File: config.mk
export PLATFORM = sky130hd
export DESIGN_NAME = gsa_ctrl
export DESIGN_NICKNAME = d
export VERILOG_FILES = /design/src/rtl/gsa_pkg.sv /design/src/rtl/gsa_ctrl.sv
export SDC_FILE = /design/constraint.sdc
export NUM_CORES = 1
export LEC_CHECK = 0
export BUFFER_PORTS_ARGS = -buffer_cell sky130_fd_sc_hd__buf_4
export CORE_MARGIN = 1
export CORE_UTILIZATION = 42
export DETAILED_ROUTE_END_ITERATION = 10
export HOLD_SLACK_MARGIN = 0.02
export PLACE_DENSITY = 0.71
export REMOVE_ABC_BUFFERS = 1
export SYNTH_ARGS = -nofsm -noshare
export SYNTH_HDL_FRONTEND = slang
export SYNTH_SLANG_ARGS = --single-unit
File: constraint.sdc
create_clock -name i_clk -period 1.4 [get_ports i_clk]
set_input_delay 0.35 -clock i_clk [delete_from_list [all_inputs] [get_ports i_clk]]
set_output_delay 0.35 -clock i_clk [all_outputs]
set_load 0.01 [all_outputs]
File: src/rtl/gsa_pkg.sv
// Shared constants, codes and controller/datapath interface types for the
// generational slot allocator. No dependencies.
`default_nettype none

package gsa_pkg;

    // Table geometry
    localparam int SLOT_COUNT = 1024;
    localparam int GEN_BITS   = 16;
    localparam int IDX_W      = $clog2(SLOT_COUNT);
    localparam int WORD_W     = (SLOT_COUNT < 32) ? SLOT_COUNT : 32;
    localparam int BIT_W      = $clog2(WORD_W);
    localparam int WORD_CNT   = SLOT_COUNT / WORD_W;
    localparam int WORD_AW    = (WORD_CNT < 2) ? 1 : $clog2(WORD_CNT);

    // Request and result field widths
    localparam int MODE_W       = 2;
    localparam int IN_IDX_W     = 16;
    localparam int IN_GEN_W     = 16;
    localparam int STATUS_W     = 2;
    localparam int RES_IDX_W    = 10;
    localparam int RES_GEN_W    = 16;
    localparam int IN_TDATA_W   = 32;
    localparam int IN_TUSER_W   = 2;
    localparam int OUT_TDATA_W  = 32;
    localparam int OUT_TUSER_W  = 3;
    localparam int IDX_EXT_W    = IN_IDX_W + 1;

    // Operation codes
    localparam logic [MODE_W-1:0] MODE_ALLOC = 2'd0;
    localparam logic [MODE_W-1:0] MODE_FREE  = 2'd1;
    localparam logic [MODE_W-1:0] MODE_CHECK = 2'd2;

    // Result status codes
    localparam logic [STATUS_W-1:0] ST_OK    = 2'd0;
    localparam logic [STATUS_W-1:0] ST_FULL  = 2'd1;
    localparam logic [STATUS_W-1:0] ST_RANGE = 2'd2;
    localparam logic [STATUS_W-1:0] ST_STALE = 2'd3;

    // Commands from controller to datapath
    typedef struct packed {
        logic clear;       // write one clearing-pass entry
        logic load;        // capture the request
        logic rd_alloc;    // read the free word picked by the summary
        logic rd_handle;   // read free word and generation of the handle
        logic take_slot;   // claim lowest free bit, read its generation
        logic alloc_done;  // latch the granted generation as the result
        logic set_full;    // result: no free slot
        logic set_range;   // result: index out of range
        logic chk_handle;  // judge the handle, release slot on a live free
        logic push_out;    // move the result into the output register
    } t_cmd;

    // Status from datapath to controller
    typedef struct packed {
        logic clear_last;
        logic is_alloc;
        logic range_bad;
        logic any_free;
        logic out_free;
    } t_sts;

endpackage

`default_nettype wire

File: src/rtl/gsa_ctrl.sv
// Request sequencer for the slot allocator: clearing pass, decode, memory
// read waits and result hand-off. Depends on gsa_pkg.
`default_nettype none

module gsa_ctrl (
    input  wire logic          i_clk,
    input  wire logic          i_rst_n,
    input  wire logic          i_valid,
    output logic               o_ready,
    input  wire gsa_pkg::t_sts i_sts,
    output gsa_pkg::t_cmd      o_cmd
);

    typedef enum logic [6:0] {
        S_CLEAR  = 7'b0000001,
        S_IDLE   = 7'b0000010,
        S_DECODE = 7'b0000100,
        S_APICK  = 7'b0001000,
        S_AGEN   = 7'b0010000,
        S_HCHK   = 7'b0100000,
        S_RESP   = 7'b1000000
    } t_state;

    t_state r_state;
    t_state n_state;

    // Advance the state
    always_ff @(posedge i_clk) begin
        if (!i_rst_n) begin
            r_state <= S_CLEAR;
        end else begin
            r_state <= n_state;
        end
    end

    // Next state and commands
    always_comb begin
        n_state = r_state;
        o_cmd   = '0;
        o_ready = 1'b0;
        case (r_state)
            S_CLEAR: begin
                o_cmd.clear = 1'b1;
                if (i_sts.clear_last) begin
                    n_state = S_IDLE;
                end
            end
            S_IDLE: begin
                o_ready = 1'b1;
                if (i_valid) begin
                    o_cmd.load = 1'b1;
                    n_state    = S_DECODE;
                end
            end
            S_DECODE: begin
                if (i_sts.is_alloc) begin
                    if (i_sts.any_free) begin
                        o_cmd.rd_alloc = 1'b1;
                        n_state        = S_APICK;
                    end else begin
                        o_cmd.set_full = 1'b1;
                        n_state        = S_RESP;
                    end
                end else if (i_sts.range_bad) begin
                    o_cmd.set_range = 1'b1;
                    n_state         = S_RESP;
                end else begin
                    o_cmd.rd_handle = 1'b1;
                    n_state         = S_HCHK;
                end
            end
            S_APICK: begin
                o_cmd.take_slot = 1'b1;
                n_state         = S_AGEN;
            end
            S_AGEN: begin
                o_cmd.alloc_done = 1'b1;
                n_state          = S_RESP;
            end
            S_HCHK: begin
                o_cmd.chk_handle = 1'b1;
                n_state          = S_RESP;
            end
            S_RESP: begin
                if (i_sts.out_free) begin
                    o_cmd.push_out = 1'b1;
                    n_state        = S_IDLE;
                end
            end
            default: begin
                n_state = S_CLEAR;
            end
        endcase
    end

    // Accepts happen only in idle, after the clearing pass
    a_ready_idle: assert property (@(posedge i_clk) disable iff (!i_rst_n)
        o_ready |-> (r_state == S_IDLE))
        else $error("ready outside idle");

    // A loaded request is decoded in the following cycle
    a_load_decode: assert property (@(posedge i_clk) disable iff (!i_rst_n)
        o_cmd.load |=> (r_state == S_DECODE))
        else $error("load not followed by decode");

    // Slot claim always follows a free-word read
    a_take_after_read: assert property (@(posedge i_clk) disable iff (!i_rst_n)
        o_cmd.take_slot |-> $past(o_cmd.rd_alloc))
        else $error("slot claimed without word read");

endmodule

`default_nettype wire

Word level (Yosys, flattened, before mapping)
Index checks and enable logic that the tools add are counted.
{"block": "classes", "n_reduce_logical": 2, "eq_ne": 10, "muxes": 26}
{"cell": "two-way mux 7 bit", "n": 6}
{"cell": "case mux 7 bit (6 select lines)", "n": 1}
{"cell": "two-way mux 1 bit", "n": 17}
{"cell": "equality test 7 x 1 -> 1 bit (second input constant)", "n": 1}
{"cell": "equality test 7 x 2 -> 1 bit (second input constant)", "n": 1}
{"cell": "equality test 7 x 3 -> 1 bit (second input constant)", "n": 1}
{"cell": "equality test 7 x 4 -> 1 bit (second input constant)", "n": 1}
{"cell": "equality test 7 x 5 -> 1 bit (second input constant)", "n": 1}
{"cell": "equality test 7 x 6 -> 1 bit (second input constant)", "n": 1}
{"cell": "equality test 7 bit (second input constant)", "n": 1}
{"cell": "inequality test 2 bit (second input constant)", "n": 3}
{"cell": "two-way mux 2 bit", "n": 2}
{"cell": "AND reduction 3 bit", "n": 1}
{"cell": "OR reduction 2 bit", "n": 1}
{"block": "word_totals", "wordCells": 39, "register_bits": 7, "output_inout_bits": 11}

Logic depth before layout (Yosys ltp)
{"block": "depth", "word_depth": 3, "depth_mapped": 4}

Worst setup path before layout
OpenSTA, ideal clock, no wires.
{"block": "synth_path", "path_type": "register to output", "start": "register r_state[5]", "end": "output o_cmd[8] (netlist bit)", "setup_slack_ps": -152, "arrival_ps": 1202, "stages_incl_launch_ff": 4, "n_path_buf": 0, "path_cell_list": "dfxtp_1 nor4_2 and3_2 and2_1"}
{"element": "start: declaration", "line": "gsa_ctrl.sv:24", "rtl": "t_state r_state;"}
{"element": "start signal: assignment", "line": "gsa_ctrl.sv:32", "rtl": "r_state <= n_state;"}
{"element": "end: declaration", "line": "gsa_ctrl.sv:11", "rtl": "output gsa_pkg::t_cmd o_cmd"}

==> reports/metrics.yaml <==
result_of_the_run: "finished with violations"
failed_checks: "negative setup slack"
report.final.hold_viol_count: 0
gp_congestion: 0.756
numPortBuffers: 18
max_flop_register: "r_state"
crit_required_ns: 1.05
antenna_found_initial: 0
synth.avg_cell_area_um2: 8.44
critPathSlowestCell: "dfxtp_4"
placement_rows: 12
rsz0062_at_grt: "yes"
synthToLayoutAreaGrowth_pct: 71.9
post-route-period-util_pct: 129
antenna-diode-count: 0
power.total_mw: 0.632
ios: 19
x_dimension_of_the_die_um: 38.4
detailedPlacementHpwl_um: 1040
postRouteWirelength_um: 1690
clk-insertion-delay-late_ns: 0.25
synth_edf_count: 0
cp_max_fo: 6
grt_overflow: 0
layout_min_cycle_time_ns: 1.81
hold_path.class: "in2reg"
cts_made_buffers: 3
cts_tree: "built"
die_h_um: 38.4
largest_register_ffs: 7
synth_top_cell_by_area: "dfxtp_1"
use_met2_pct: 41.5
htreeDepth: 1
final.setup.tns_ns: -3.59
power.ir.vdd_worst_mv: 0.612
yosys-top-cells-count: "dfxtp_1, nor2_1, buf_2"
cts.sink_count: 7
worst-slew-pin-transition_ns: 0.328
preCtsSetupSlack_ns: -0.122
synth_seq_cells: 7
cp_data_arrival_time_ns: 1.46
grt_pass1_wl_um: 2640
ys_async_sr_fraction_pct: 0
power_density_nw_per_um2: 660
path_buf_inv: 2
cts_buffer_depth: 2
worstSetupStartpointType: "flop"
postSynthCellCount: 66
post_synth_main_area_contributors: "dfxtp_1, nor4b_1, nor3b_2, nor4_2, nor3b_1"
proportion_of_layout_cells_with_a_drive_suffix_above_1_pct: 62.6
max_freq_mhz: 552
grt_most_used_layer: "met2"
crit_path_cell_trace: "nor4_4, buf_4, and3_4, and2_4, buf_6"
met1_usage_pct: 34.7
worst_setup_path_startpoint: "r_state[0]"
use_met3_pct: 8.72
p_leak_nw: 0.429
multi_input_comb_area_um2: 470
worstSetupPathType: "reg2out"
slew-limit-headroom_pct: 77.8
clk_pin_slew_ns: 0.05
cap_violations: 0
number_of_failing_setup_endpoints_in_the_final_timing_report: 12
skew_ns: 0.00425
setup_slack_ns: -0.412
drc_errors: 0
layout.nets: 108
vias_per_cell: 5.77
core_region_area_um2: 1170
postRouteAntennaNets: 0
synth.most_common_cell: "dfxtp_1"
grt_max_degree: 15
timing.final.max_slew_violations: 0
synth_ff_type: "dfxtp_1"
regArea_um2: 150
r2r_start: "r_state[5]"
nature_of_the_critical_path_endpoint: "primary output"
cpPeakStageDelay_ns: 0.36
ys.warnings.count: 0
clock_tree.root_cell: "clkbuf_4"
top_registers: "r_state: 7 flops"
start_util_pct: 47.5
grt_pass1_vias: 580
drt_pre_antenna_iters: 4
nFillCells: 70
drtIter0Drc: 9
yosysSeqAreaShare_pct: 25.2
yosysTopAreaCellShare_pct: 25.2
grt_use_total_pct: 26.7
dr_total_vias: 652
holdCritStartpoint: "i_rst_n"
die_outline_area_um2: 1480
critical-path-top-delay-family: "simple AND/OR/NAND/NOR gates"
avgRoutedWirePerCell_um: 15.0
synthDistinctLibCells: 36
syn-cell-area_um2: 557
-- timing repair --
item                       CTS  global route
setup endpoints to repair   13            13
hold buffers                 0             0
pin swaps                   10             7
buffers inserted             2             2
gates resized for setup     15            14
-- per-stage QoR --
step	utilization (%)	instance area, um^2	hold WS [ns]	cells
finish	81.7	957	0.355	113
global route	81.7	957	0.345	113
CTS	74.4	871	0.354	111
detailed placement	66.6	779	0.604	105
global placement	66.6	779	0.608	105
floorplan	-	529	0.472	60
-- worst register-to-register path, stage by stage, from the launching register on --
cell and delay [ns]:
dfxtp_2 0.34, buf_4 0.17, nor4_4 0.28, buf_4 0.15, buf_4 0.11, o31ai_1 0.06, and3_1 0.19
-- cells by family after synthesis --
kind of cell              Yosys count  share of synthesized area [%]
xor gates and xnor gates            2                           3.15
and+or+nand+nor                    39                           51.9
buffers and inverters               7                           5.62
DFF                                 7                           25.2
AOI/OAI and AO/OA                  11                           14.2
-- per-layer routing --
layer	part of all wire (%)	wire, um	vias up
met5	0	0	-
met1	45	757	312
met3	3.7	62	2
li1	-	-	319
met2	51	869	19
met4	0.24	4	0
-- final timing paths --
check	to	cells past startpoint	slack [ns]
worst max-delay path	o_cmd[8]	5	-0.41
worst min-delay path	r_state[4]	2	0.35
worst max register to register	r_state[2]	6	-0.01
worst min register to register	r_state[6]	3	0.63
-- area by class of cell --
cell class              instances  area share (%)
clock buffers                   4            2.75
well taps                      14            1.83
inverters                       1           0.392
flip-flops and latches          7            15.7
repair buffers                 35            30.2
multi-input cells              52            49.2
-- placed cells by master (no fill, tap or decap), types with 2 or more instances in the layout --
cell,synthesis,final
o21ai_0,2,2
nor3b_1,3,2
and3_4,0,2
nor2_1,5,5
nor3_1,2,2
buf_4,0,28
or4b_4,0,2
buf_6,0,7
nor3b_2,2,3
a21oi_1,3,3
or3_1,2,2
nor4_4,0,3
nor4b_1,3,2
dfxtp_2,0,5
clkbuf_4,0,3
-- power breakdown --
part	switching, mW	internal, mW	total, mW
registers	0.0167	0.211	0.227
logic	0.0907	0.130	0.220
clock network	0.0751	0.109	0.184
Note: power is estimated with default switching activity, not from simulation.
